<file path="config.mk">
export PLATFORM = sky130hd
export DESIGN_NAME = generational_handle_table_core
export DESIGN_NICKNAME = d
export VERILOG_FILES = /design/src/hw/rtl/ght_pkg.sv /design/src/hw/rtl/ght_front.sv /design/src/hw/rtl/ght_queue.sv /design/src/hw/rtl/ght_back.sv /design/src/hw/rtl/generational_handle_table_core.sv
export SDC_FILE = /design/constraint.sdc
export NUM_CORES = 2
export LEC_CHECK = 0
export BUFFER_PORTS_ARGS = -buffer_cell sky130_fd_sc_hd__buf_2
export CORE_UTILIZATION = 35
export CTS_BUF_LIST = sky130_fd_sc_hd__clkbuf_8
export CTS_CLUSTER_DIAMETER = 120
export DETAILED_ROUTE_END_ITERATION = 8
export SYNTH_ARGS = -nofsm -noshare
export SYNTH_HDL_FRONTEND = slang
export SYNTH_SLANG_ARGS = --single-unit
</file>
<file path="constraint.sdc">
create_clock -name clk_i -period 13.7 [get_ports clk_i]
set_clock_uncertainty 0.05 [all_clocks]
set_input_delay 4.11 -clock clk_i [delete_from_list [all_inputs] [get_ports clk_i]]
set_output_delay 4.11 -clock clk_i [all_outputs]
set_load 0.02 [all_outputs]
</file>
<file path="src/hw/rtl/ght_pkg.sv">
`timescale 1ns / 1ps
// ----------------------------------------------------------------------------
// ght_pkg: shared types and constants of the generational handle table
// Opcodes, command kinds, status codes, the command queue entry, the result
// record and the sequencer states used by the front, queue and back.
// ----------------------------------------------------------------------------
package ght_pkg;

  localparam int SLOTS_DEFAULT    = 16;
  localparam int GEN_BITS_DEFAULT = 16;

  // Fixed field widths of the transactions
  localparam int OWNER_W   = 8;
  localparam int HSLOT_W   = 8;
  localparam int HGEN_W    = 16;
  localparam int HELD_W    = 16;
  localparam int ID_W      = 32;
  localparam int KEY_W     = 32;
  localparam int OIDX_W    = 4;
  localparam int OGEN_W    = 16;
  localparam int EVICT_W   = 5;

  // Command queue, depth a power of two
  localparam int QUEUE_DEPTH = 2;
  localparam int Q_PTR_W     = $clog2(QUEUE_DEPTH);
  localparam int Q_CNT_W     = $clog2(QUEUE_DEPTH + 1);

  typedef enum logic [1:0] {
    OP_ACQUIRE = 2'd0,
    OP_RESOLVE = 2'd1,
    OP_COLLECT = 2'd2,
    OP_NOP     = 2'd3
  } op_e;

  typedef enum logic [2:0] {
    CMD_NOP,
    CMD_MISSING,
    CMD_STALE,
    CMD_ACQUIRE,
    CMD_RESOLVE,
    CMD_COLLECT
  } cmd_kind_e;

  typedef enum logic [2:0] {
    STATUS_OK        = 3'd0,
    STATUS_STALE     = 3'd1,
    STATUS_COLLISION = 3'd2,
    STATUS_FULL      = 3'd3,
    STATUS_MISSING   = 3'd4
  } status_e;

  typedef enum logic [2:0] {
    BK_IDLE,
    BK_SCAN,
    BK_PLACE,
    BK_RESOLVE,
    BK_COLLECT
  } back_state_e;

  typedef struct packed {
    cmd_kind_e           kind;
    logic [ID_W-1:0]     object_id;
    logic [KEY_W-1:0]    content_key;
    logic [HSLOT_W-1:0]  slot;
    logic [HGEN_W-1:0]   gen;
    logic [HELD_W-1:0]   held;
  } cmd_t;

  typedef struct packed {
    status_e             status;
    logic [OIDX_W-1:0]   slot_index;
    logic [OGEN_W-1:0]   generation;
    logic [KEY_W-1:0]    content;
    logic [EVICT_W-1:0]  evicted;
  } result_t;

  function automatic result_t mk_result(status_e st, logic [OIDX_W-1:0] idx,
                                        logic [OGEN_W-1:0] gen,
                                        logic [KEY_W-1:0] content,
                                        logic [EVICT_W-1:0] evicted);
    result_t r;
    r.status     = st;
    r.slot_index = idx;
    r.generation = gen;
    r.content    = content;
    r.evicted    = evicted;
    return r;
  endfunction

endpackage

</file>
<file path="src/hw/rtl/ght_front.sv">
`timescale 1ns / 1ps
// ----------------------------------------------------------------------------
// ght_front: request intake and classification
// Decodes each accepted request into a command kind, settling the checks
// that need no table state (missing descriptor, owner, zero generation,
// slot out of range) before it enters the command queue.
// ----------------------------------------------------------------------------
module ght_front #(
  parameter int SLOTS = ght_pkg::SLOTS_DEFAULT
) (
  input  logic                         in_valid_i,
  output logic                         in_stall_o,
  input  logic [1:0]                   opcode_i,
  input  logic                         has_descriptor_i,
  input  logic [ght_pkg::ID_W-1:0]     object_id_i,
  input  logic [ght_pkg::KEY_W-1:0]    content_key_i,
  input  logic [ght_pkg::OWNER_W-1:0]  handle_owner_i,
  input  logic [ght_pkg::HSLOT_W-1:0]  handle_slot_i,
  input  logic [ght_pkg::HGEN_W-1:0]   handle_generation_i,
  input  logic [ght_pkg::HELD_W-1:0]   held_mask_i,
  input  logic [ght_pkg::OWNER_W-1:0]  owner_id_i,
  input  logic                         queue_full_i,
  output logic                         push_o,
  output ght_pkg::cmd_t                cmd_o
);

  logic stale;

  // Hold the requester off while the queue is full
  assign in_stall_o = queue_full_i;
  assign push_o     = in_valid_i && !queue_full_i;

  // Handle checks that need no slot state
  assign stale = (handle_owner_i != owner_id_i) ||
                 (handle_generation_i == '0) ||
                 ({1'b0, handle_slot_i} >= (ght_pkg::HSLOT_W + 1)'(SLOTS));

  // Classify the transaction
  always_comb begin
    cmd_o.object_id   = object_id_i;
    cmd_o.content_key = content_key_i;
    cmd_o.slot        = handle_slot_i;
    cmd_o.gen         = handle_generation_i;
    cmd_o.held        = held_mask_i;
    unique case (ght_pkg::op_e'(opcode_i))
      ght_pkg::OP_ACQUIRE: begin
        cmd_o.kind = has_descriptor_i ? ght_pkg::CMD_ACQUIRE : ght_pkg::CMD_MISSING;
      end
      ght_pkg::OP_RESOLVE: begin
        cmd_o.kind = stale ? ght_pkg::CMD_STALE : ght_pkg::CMD_RESOLVE;
      end
      ght_pkg::OP_COLLECT: begin
        cmd_o.kind = ght_pkg::CMD_COLLECT;
      end
      default: begin
        cmd_o.kind = ght_pkg::CMD_NOP;
      end
    endcase
  end

endmodule

</file>
<file path="src/hw/rtl/ght_queue.sv">
`timescale 1ns / 1ps
// ----------------------------------------------------------------------------
// ght_queue: command queue between front and back
// Small FIFO of classified commands so that intake and execution stall
// independently.
// ----------------------------------------------------------------------------
module ght_queue (
  input  logic           clk_i,
  input  logic           rst_ni,
  input  logic           push_i,
  input  ght_pkg::cmd_t  push_data_i,
  output logic           full_o,
  input  logic           pop_i,
  output logic           valid_o,
  output ght_pkg::cmd_t  head_o
);

  ght_pkg::cmd_t                  entry_q [ght_pkg::QUEUE_DEPTH];
  logic [ght_pkg::Q_PTR_W-1:0]    wr_ptr_q, wr_ptr_d;
  logic [ght_pkg::Q_PTR_W-1:0]    rd_ptr_q, rd_ptr_d;
  logic [ght_pkg::Q_CNT_W-1:0]    count_q, count_d;

  assign full_o  = (count_q == ght_pkg::Q_CNT_W'(ght_pkg::QUEUE_DEPTH));
  assign valid_o = (count_q != '0);
  assign head_o  = entry_q[rd_ptr_q];

  // Advance pointers and occupancy
  always_comb begin
    wr_ptr_d = push_i ? wr_ptr_q + ght_pkg::Q_PTR_W'(1) : wr_ptr_q;
    rd_ptr_d = pop_i  ? rd_ptr_q + ght_pkg::Q_PTR_W'(1) : rd_ptr_q;
    count_d  = count_q;
    if (push_i && !pop_i) begin
      count_d = count_q + ght_pkg::Q_CNT_W'(1);
    end else if (pop_i && !push_i) begin
      count_d = count_q - ght_pkg::Q_CNT_W'(1);
    end
  end

  always_ff @(posedge clk_i or negedge rst_ni) begin
    if (!rst_ni) begin
      wr_ptr_q <= '0;
      rd_ptr_q <= '0;
      count_q  <= '0;
    end else begin
      wr_ptr_q <= wr_ptr_d;
      rd_ptr_q <= rd_ptr_d;
      count_q  <= count_d;
    end
  end

  // Store the entry
  always_ff @(posedge clk_i) begin
    if (push_i) begin
      entry_q[wr_ptr_q] <= push_data_i;
    end
  end

endmodule

</file>
<file path="src/hw/rtl/ght_back.sv">
`timescale 1ns / 1ps
// ----------------------------------------------------------------------------
// ght_back: slot table and command sequencer
// Holds the slot table and walks it one slot per cycle for acquire and
// collect; resolve takes one memory read. Results land in an output
// register that the consumer may stall.
// ----------------------------------------------------------------------------
module ght_back #(
  parameter int SLOTS    = ght_pkg::SLOTS_DEFAULT,
  parameter int GEN_BITS = ght_pkg::GEN_BITS_DEFAULT
) (
  input  logic                         clk_i,
  input  logic                         rst_ni,
  input  logic                         cmd_valid_i,
  input  ght_pkg::cmd_t                cmd_i,
  output logic                         pop_o,
  output logic                         out_valid_o,
  input  logic                         out_stall_i,
  output logic [2:0]                   status_o,
  output logic [ght_pkg::OIDX_W-1:0]   slot_index_o,
  output logic [ght_pkg::OGEN_W-1:0]   generation_o,
  output logic [ght_pkg::KEY_W-1:0]    content_out_o,
  output logic [ght_pkg::EVICT_W-1:0]  evicted_count_o
);

  localparam int IDX_W = (SLOTS > 1) ? $clog2(SLOTS) : 1;
  localparam int CNT_W = $clog2(SLOTS + 1);
  localparam int CMP_W = (GEN_BITS > ght_pkg::HGEN_W) ? GEN_BITS : ght_pkg::HGEN_W;

  typedef struct packed {
    logic [ght_pkg::ID_W-1:0]  id;
    logic [ght_pkg::KEY_W-1:0] key;
  } entry_t;

  ght_pkg::back_state_e  state_q, state_d;
  ght_pkg::cmd_t         cmd_q, cmd_d;
  logic [IDX_W-1:0]      scan_q, scan_d;
  logic [IDX_W-1:0]      pick_q, pick_d;
  logic                  pick_vld_q, pick_vld_d;
  logic [CNT_W-1:0]      cnt_q, cnt_d;
  logic [CNT_W-1:0]      siu_q, siu_d;
  logic [SLOTS-1:0]      occ_q, occ_d;
  logic [GEN_BITS-1:0]   gen_q [SLOTS];
  logic [GEN_BITS-1:0]   gen_d [SLOTS];
  logic                  out_vld_q, out_vld_d;
  ght_pkg::result_t      out_q, out_d;

  entry_t                mem [SLOTS];
  entry_t                rd_data_q;
  logic [IDX_W-1:0]      rd_addr;
  logic                  mem_we;
  logic [IDX_W-1:0]      mem_waddr;

  logic [SLOTS-1:0]      held_ext;

  // Held bits exist for the first slots only
  for (genvar g = 0; g < SLOTS; g++) begin : g_held
    if (g < ght_pkg::HELD_W) begin : g_in
      assign held_ext[g] = cmd_q.held[g];
    end else begin : g_out
      assign held_ext[g] = 1'b0;
    end
  end

  assign out_valid_o     = out_vld_q;
  assign status_o        = out_q.status;
  assign slot_index_o    = out_q.slot_index;
  assign generation_o    = out_q.generation;
  assign content_out_o   = out_q.content;
  assign evicted_count_o = out_q.evicted;

  // Sequencer: next state, table updates and result
  always_comb begin
    logic             out_free;
    logic             last;
    logic             occ;
    logic             hit;
    logic             freed;
    logic [IDX_W-1:0] p;
    logic [IDX_W-1:0] ridx;
    logic [CNT_W-1:0] cnt_next;
    logic             res_ok;

    state_d    = state_q;
    cmd_d      = cmd_q;
    scan_d     = scan_q;
    pick_d     = pick_q;
    pick_vld_d = pick_vld_q;
    cnt_d      = cnt_q;
    siu_d      = siu_q;
    occ_d      = occ_q;
    gen_d      = gen_q;
    out_vld_d  = out_vld_q && out_stall_i;
    out_d      = out_q;
    pop_o      = 1'b0;
    rd_addr    = '0;
    mem_we     = 1'b0;
    mem_waddr  = '0;

    out_free = !out_vld_q || !out_stall_i;
    last     = ((CNT_W'(scan_q) + CNT_W'(1)) == siu_q);
    occ      = occ_q[scan_q];
    hit      = occ && (rd_data_q.id == cmd_q.object_id);
    freed    = occ && !held_ext[scan_q];
    cnt_next = cnt_q + CNT_W'(freed);
    p        = pick_vld_q ? pick_q : IDX_W'(siu_q);
    ridx     = cmd_q.slot[IDX_W-1:0];
    res_ok   = (CNT_W'(ridx) < siu_q) &&
               (CMP_W'(gen_q[ridx]) == CMP_W'(cmd_q.gen)) && occ_q[ridx];

    unique case (state_q)
      ght_pkg::BK_IDLE: begin
        // Take the next command once the output register can receive it
        if (cmd_valid_i && out_free) begin
          pop_o = 1'b1;
          cmd_d = cmd_i;
          unique case (cmd_i.kind)
            ght_pkg::CMD_ACQUIRE: begin
              scan_d     = '0;
              pick_vld_d = 1'b0;
              state_d    = (siu_q == '0) ? ght_pkg::BK_PLACE : ght_pkg::BK_SCAN;
            end
            ght_pkg::CMD_RESOLVE: begin
              rd_addr = cmd_i.slot[IDX_W-1:0];
              state_d = ght_pkg::BK_RESOLVE;
            end
            ght_pkg::CMD_COLLECT: begin
              scan_d = '0;
              cnt_d  = '0;
              if (siu_q == '0) begin
                out_vld_d = 1'b1;
                out_d     = ght_pkg::mk_result(ght_pkg::STATUS_OK, '0, '0, '0, '0);
              end else begin
                state_d = ght_pkg::BK_COLLECT;
              end
            end
            ght_pkg::CMD_MISSING: begin
              out_vld_d = 1'b1;
              out_d     = ght_pkg::mk_result(ght_pkg::STATUS_MISSING, '0, '0, '0, '0);
            end
            ght_pkg::CMD_STALE: begin
              out_vld_d = 1'b1;
              out_d     = ght_pkg::mk_result(ght_pkg::STATUS_STALE, '0, '0, '0, '0);
            end
            default: begin
              out_vld_d = 1'b1;
              out_d     = ght_pkg::mk_result(ght_pkg::STATUS_OK, '0, '0, '0, '0);
            end
          endcase
        end
      end

      ght_pkg::BK_SCAN: begin
        // Compare one slot per cycle, remember the first reusable free slot
        if (hit) begin
          out_vld_d = 1'b1;
          state_d   = ght_pkg::BK_IDLE;
          if (rd_data_q.key == cmd_q.content_key) begin
            out_d = ght_pkg::mk_result(ght_pkg::STATUS_OK, ght_pkg::OIDX_W'(scan_q),
                                       ght_pkg::OGEN_W'(gen_q[scan_q]), '0, '0);
          end else begin
            out_d = ght_pkg::mk_result(ght_pkg::STATUS_COLLISION, '0, '0, '0, '0);
          end
        end else begin
          if (!occ && (gen_q[scan_q] != '0) && !pick_vld_q) begin
            pick_d     = scan_q;
            pick_vld_d = 1'b1;
          end
          if (last) begin
            state_d = ght_pkg::BK_PLACE;
          end else begin
            scan_d  = scan_q + IDX_W'(1);
            rd_addr = scan_q + IDX_W'(1);
          end
        end
      end

      ght_pkg::BK_PLACE: begin
        // Reuse the picked slot or append one; report full when neither is possible
        out_vld_d = 1'b1;
        state_d   = ght_pkg::BK_IDLE;
        if (!pick_vld_q && (siu_q == CNT_W'(SLOTS))) begin
          out_d = ght_pkg::mk_result(ght_pkg::STATUS_FULL, '0, '0, '0, '0);
        end else begin
          occ_d[p]  = 1'b1;
          mem_we    = 1'b1;
          mem_waddr = p;
          if (!pick_vld_q) begin
            siu_d = siu_q + CNT_W'(1);
          end
          out_d = ght_pkg::mk_result(ght_pkg::STATUS_OK, ght_pkg::OIDX_W'(p),
                                     ght_pkg::OGEN_W'(gen_q[p]), '0, '0);
        end
      end

      ght_pkg::BK_RESOLVE: begin
        // Check the slot against the handle
        out_vld_d = 1'b1;
        state_d   = ght_pkg::BK_IDLE;
        if (res_ok) begin
          out_d = ght_pkg::mk_result(ght_pkg::STATUS_OK, ght_pkg::OIDX_W'(ridx),
                                     cmd_q.gen, rd_data_q.key, '0);
        end else begin
          out_d = ght_pkg::mk_result(ght_pkg::STATUS_STALE, '0, '0, '0, '0);
        end
      end

      ght_pkg::BK_COLLECT: begin
        // Free one unheld slot per cycle, retire it at the top generation
        if (freed) begin
          occ_d[scan_q] = 1'b0;
          gen_d[scan_q] = (&gen_q[scan_q]) ? '0 : gen_q[scan_q] + GEN_BITS'(1);
        end
        if (last) begin
          out_vld_d = 1'b1;
          state_d   = ght_pkg::BK_IDLE;
          out_d     = ght_pkg::mk_result(ght_pkg::STATUS_OK, '0, '0, '0,
                                         ght_pkg::EVICT_W'(cnt_next));
        end else begin
          scan_d = scan_q + IDX_W'(1);
          cnt_d  = cnt_next;
        end
      end

      default: begin
        state_d = ght_pkg::BK_IDLE;
      end
    endcase
  end

  // Control and slot state
  always_ff @(posedge clk_i or negedge rst_ni) begin
    if (!rst_ni) begin
      state_q    <= ght_pkg::BK_IDLE;
      pick_vld_q <= 1'b0;
      siu_q      <= '0;
      occ_q      <= '0;
      out_vld_q  <= 1'b0;
      for (int i = 0; i < SLOTS; i++) begin
        gen_q[i] <= GEN_BITS'(1);
      end
    end else begin
      state_q    <= state_d;
      pick_vld_q <= pick_vld_d;
      siu_q      <= siu_d;
      occ_q      <= occ_d;
      out_vld_q  <= out_vld_d;
      gen_q      <= gen_d;
    end
  end

  // Payload registers
  always_ff @(posedge clk_i) begin
    cmd_q  <= cmd_d;
    scan_q <= scan_d;
    pick_q <= pick_d;
    cnt_q  <= cnt_d;
    out_q  <= out_d;
  end

  // Id and key memory: one write port, one registered read port
  always_ff @(posedge clk_i) begin
    if (mem_we) begin
      mem[mem_waddr] <= '{id: cmd_q.object_id, key: cmd_q.content_key};
    end
    rd_data_q <= mem[rd_addr];
  end

endmodule

</file>
<file path="src/hw/rtl/generational_handle_table_core.sv">
`timescale 1ns / 1ps
// ----------------------------------------------------------------------------
// generational_handle_table_core: generational slot map with handles
// Acquires slots by object id, resolves handles against slot generations and
// collects unheld slots. A front stage classifies requests into a command
// queue; a back sequencer executes them against the slot table.
// ----------------------------------------------------------------------------
//
//  Channel  Direction  Handshake                  Payload
//  -------  ---------  -------------------------  ---------------------------
//  in       input      in_valid_i / in_stall_o    opcode .. held_mask
//  out      output     out_valid_o / out_stall_i  status .. evicted_count
//  cfg      input      cfg_valid_i / cfg_ready_o  cfg_owner_id_i
//
//  A request first enters the queue. The back sequencer then walks the slots
//  in use one slot per cycle for acquire (stopping early on an id match) and
//  for collect (no walk on a never used table); resolve reads one memory
//  word, and other requests are answered straight from the idle state.
//  Reset clears all slots to free with generation 1; no clearing pass.
//  The front keeps accepting up to two requests while a result is stalled.
//
module generational_handle_table_core #(
  parameter int SLOTS    = ght_pkg::SLOTS_DEFAULT,
  parameter int GEN_BITS = ght_pkg::GEN_BITS_DEFAULT
) (
  input  logic                         clk_i,
  input  logic                         rst_ni,
  input  logic                         in_valid_i,
  output logic                         in_stall_o,
  input  logic [1:0]                   opcode_i,
  input  logic                         has_descriptor_i,
  input  logic [ght_pkg::ID_W-1:0]     object_id_i,
  input  logic [ght_pkg::KEY_W-1:0]    content_key_i,
  input  logic [ght_pkg::OWNER_W-1:0]  handle_owner_i,
  input  logic [ght_pkg::HSLOT_W-1:0]  handle_slot_i,
  input  logic [ght_pkg::HGEN_W-1:0]   handle_generation_i,
  input  logic [ght_pkg::HELD_W-1:0]   held_mask_i,
  output logic                         out_valid_o,
  input  logic                         out_stall_i,
  output logic [2:0]                   status_o,
  output logic [ght_pkg::OIDX_W-1:0]   slot_index_o,
  output logic [ght_pkg::OGEN_W-1:0]   generation_o,
  output logic [ght_pkg::KEY_W-1:0]    content_out_o,
  output logic [ght_pkg::EVICT_W-1:0]  evicted_count_o,
  input  logic                         cfg_valid_i,
  output logic                         cfg_ready_o,
  input  logic [ght_pkg::OWNER_W-1:0]  cfg_owner_id_i
);

  logic [ght_pkg::OWNER_W-1:0] owner_q;
  logic                        push;
  ght_pkg::cmd_t               push_cmd;
  logic                        queue_full;
  logic                        pop;
  logic                        cmd_valid;
  ght_pkg::cmd_t               head_cmd;

  // Owner register, always writable
  assign cfg_ready_o = 1'b1;

  always_ff @(posedge clk_i or negedge rst_ni) begin
    if (!rst_ni) begin
      owner_q <= '0;
    end else if (cfg_valid_i) begin
      owner_q <= cfg_owner_id_i;
    end
  end

  ght_front #(
    .SLOTS (SLOTS)
  ) u_front (
    .in_valid_i          (in_valid_i),
    .in_stall_o          (in_stall_o),
    .opcode_i            (opcode_i),
    .has_descriptor_i    (has_descriptor_i),
    .object_id_i         (object_id_i),
    .content_key_i       (content_key_i),
    .handle_owner_i      (handle_owner_i),
    .handle_slot_i       (handle_slot_i),
    .handle_generation_i (handle_generation_i),
    .held_mask_i         (held_mask_i),
    .owner_id_i          (owner_q),
    .queue_full_i        (queue_full),
    .push_o              (push),
    .cmd_o               (push_cmd)
  );

  ght_queue u_queue (
    .clk_i       (clk_i),
    .rst_ni      (rst_ni),
    .push_i      (push),
    .push_data_i (push_cmd),
    .full_o      (queue_full),
    .pop_i       (pop),
    .valid_o     (cmd_valid),
    .head_o      (head_cmd)
  );

  ght_back #(
    .SLOTS    (SLOTS),
    .GEN_BITS (GEN_BITS)
  ) u_back (
    .clk_i           (clk_i),
    .rst_ni          (rst_ni),
    .cmd_valid_i     (cmd_valid),
    .cmd_i           (head_cmd),
    .pop_o           (pop),
    .out_valid_o     (out_valid_o),
    .out_stall_i     (out_stall_i),
    .status_o        (status_o),
    .slot_index_o    (slot_index_o),
    .generation_o    (generation_o),
    .content_out_o   (content_out_o),
    .evicted_count_o (evicted_count_o)
  );

endmodule

</file>
==> results.cfg <==
[status]
status = complete, no violations

[yosys]
ys_seq_elements = 1761
synthArstFlopShare_pct = 16.7
yosysSeqAreaShare_pct = 68.3
synthTopCellsByArea = edfxtp_1 57%, dfrtp_1 9.4%, mux4_2 5.3%, mux2i_1 3.6%, mux2_2 3.1%
syn_area_mm2 = 0.0743
synth.top_cell.area_share_pct = 56.7
avgSynthCellArea_um2 = 14.8
ys_top_cells_by_count = 1,403 x edfxtp_1, 543 x nand2_1, 373 x o21ai_0
synth_cell_types = 76
synth_ff_type = edfxtp_1
yosys_warnings = 0
syn_inst = 5012
synth_nets = 5155
synth_top_cell_by_area = edfxtp_1
synth-edff-count = 1403
synth_most_common_cell = edfxtp_1

[route]
wl_met2_um = 99500
post_drt_wl_per_cell_um = 25.8
wirelength_um = 212000
drc = 0
vias = 45900
post_drt_via_cell_ratio = 5.58
ant_nets = 0
dr.max_layer_used = met5
wl_met1_um = 89000
wl_met3_um = 16300
drt-initial-drc-count = 4818
firstDrtPassIters = 5

[power]
combPwrFrac_pct = 29.4
p_seq_share_pct = 44.8
irDropWorstVdd_mv = 0.343
p_per_area_mw_per_mm2 = 208
cell_internal_pwr_w = 0.0112
clockPowerShare_pct = 25.8
p_sw_share_pct = 35.6
leakage_nw = 30.3
p_switching_w = 0.00620

[final_layout]
area_growth_syn_to_layout_pct = 12.6
fin_util_pct = 39.8
fill_cells = 19500
nets = 5345
drive_gt1_share_pct = 20.3
multiInputGateArea_mm2 = 0.0220
seqCellArea_mm2 = 0.0508

[clocking]
clk_latency_ns = 1.02
cts_made_buffers = 301
cts-resized-gates = 0
cts_sinks = 1761
cts_tree = yes
postCtsHoldBufs = 0
clk_pin_slew_ns = 0.06
htreeDepth = 5
clk_root_buffer_cell = clkbuf_8
cts.path.max_buffers = 4
post_cts_buffers = 0

[floorplan]
die_w_um = 463
die_h_um = 463
fp.dieArea_mm2 = 0.214
rows = 168
core_mm2 = 0.210
io_pins = 191
initial_core_util_pct = 35.4

[placement]
dp.final_hpwl_um = 110000
gp_congestion = 0.804
port_buffers = 189

[global_routing]
grt_usage_pct = 19.4
antenna_found_initial = 25
grt_pass1_vias = 45800
grt_max_degree = 193
grt_pass1_wl_um = 311000
overflow = 0

[sta]
setup_viol_count_final = 0
fmax_mhz = 128
finalHoldViolCount = 0
max-slew-margin-rel_pct = 3.67
slew_viol_final = 0
period_needed_ns = 7.79
setup_tns_ns = 0
fin_crit_sh_pct = 56.9
rsz0062_at_grt = no
tightest_slew_ns = 1.44

[setup_path]
worstSetupPathType = in2reg
critical_path_arrival_ns = 8.60
endpoint_kind = register
crit_fanout = 70
cp-start-kind = input pin
crit_required_ns = 14.51

[hold_path]
min_path_type = reg2reg

[run]
drv_cap = 0
## routing by layer
| metal | global-route usage (%) | vias to the layer above |
|---|---|---|
| met5 | 0 | - |
| met4 | 7.14 | 18 |
| met3 | 4.07 | 536 |
| met2 | 30.8 | 2091 |
| met1 | 26.1 | 23400 |
| li1 | - | 19900 |
## worst paths after layout
kind	start	end	slack, ns	depth (start not counted)
min reg2reg	u_back.gen_q[176]	u_back.gen_q[176]	0.43	2
max in group asynchronous	rst_ni	u_back.gen_q[183]	8.30	3
min	u_back.gen_q[176]	u_back.gen_q[176]	0.43	2
max reg2reg	u_back.scan_q[0]	u_back.rd_data_q[50]	7.34	14
min in group asynchronous	rst_ni	u_back.gen_q[131]	3.07	1
max	out_stall_i	u_back.rd_data_q[60]	5.91	11
## logic make-up (layout without fill, tap and decap cells)
kind of cell | Yosys count | after routing | synth area share, %
AO/OA/AOI/OAI | 950 | 950 | 8.52
XOR/XNOR | 121 | 121 | 1.44
adder cells (fa/ha/maj) | 15 | 15 | 0.253
buffers and inverters | 405 | 811 | 2.52
flip-flops | 1761 | 1761 | 68.3
multiplexers | 643 | 643 | 11.9
other | 1 | 9 | 0.00505
AND/OR/NAND/NOR | 1116 | 1116 | 6.98
## worst max-delay path: stages
cell      delay (ns)
buf_2           0.11
a21oi_1         0.22
nand3_1         0.28
inv_6           0.57
nand2_1         0.37
o32ai_4         0.20
buf_4           0.74
buf_4           0.97
a211oi_1        0.12
a2111o_1        0.42
or3_1           0.36
## sequential cells by signal, summed over array words and instances, names as in the netlist
| signal | count |
|---|---|
| u_back.content_out_o | 32 |
| u_back.pick_q | 4 |
| u_back.out_valid_o | 1 |
| u_back.cmd_q | 84 |
| u_queue.entry_q | 206 |
| u_back.mem | 1024 |
| u_back.generation_o | 16 |
| u_back.rd_data_q | 64 |
| u_back.state_q | 3 |
| u_queue.rd_ptr_q | 1 |
| u_back.pick_vld_q | 1 |
| u_back.gen_q | 256 |
| u_back.scan_q | 4 |
| owner_q | 8 |
| u_back.cnt_q | 5 |
| u_back.slot_index_o | 4 |
| u_back.siu_q | 5 |
| u_back.status_o | 3 |
| u_queue.count_q | 2 |
| u_queue.wr_ptr_q | 1 |
| u_back.evicted_count_o | 5 |
| u_back.occ_q | 16 |
| u_back.held_ext | 16 |
## cell usage in the layout (no fill, tap or decap), types with 42 or more instances in the layout
| cell type | count |
|---|---|
| xor2_1 | 58 |
| nand2_1 | 526 |
| buf_2 | 188 |
| clkbuf_8 | 338 |
| and3_1 | 42 |
| o21ai_0 | 372 |
| a211oi_1 | 193 |
| a2111o_1 | 64 |
| o22ai_1 | 129 |
| nand3_1 | 270 |
| or3_1 | 67 |
| inv_1 | 136 |
| edfxtp_1 | 1403 |
| mux2_2 | 203 |
| dfxtp_1 | 64 |
| buf_4 | 79 |
| xnor2_1 | 62 |
| a311oi_1 | 64 |
| o21ai_1 | 51 |
| mux4_2 | 174 |
| mux2i_1 | 262 |
| dfrtp_1 | 277 |
## stage by stage
step / setup WS (ns) / hold WS [ns] / total power [W] / area (um^2) / std cells
after floorplan: 4.60 / 0.378 / 0.0111 / 74300 / 5012
after global placement: 5.13 / 0.416 / 0.0130 / 78100 / 7704
after detailed placement: 4.95 / 0.424 / 0.0130 / 78100 / 7704
after CTS: 6.04 / 0.434 / 0.0175 / 83600 / 8223
after global routing: 5.78 / 0.452 / 0.0181 / 83600 / 8228
final: 5.91 / 0.435 / 0.0174 / 83600 / 8231
## power groups by stage
| stage | Combinational (W) | Clock (W) | Sequential [W] |
|---|---|---|---|
| after detailed placement | 0.00511 | 0 | 0.00791 |
| final | 0.00512 | 0.00449 | 0.00781 |
| after floorplan | 0.00338 | 0 | 0.00776 |
| after CTS | 0.00513 | 0.00458 | 0.00782 |
| after global placement | 0.00509 | 0 | 0.00788 |
| after global routing | 0.00542 | 0.00482 | 0.00791 |
## area by class of cell
cell class | instances | area share, %
clock buffer | 338 | 5.56
antenna | 8 | 0.0239
sequential | 1761 | 60.7
clock inverter | 181 | 1.10
tap | 2805 | 4.20
timing repair buffer | 275 | 2.02
multi-input combinational | 2846 | 26.3
inverter | 17 | 0.0823
Power figures use the tool's default switching activity.
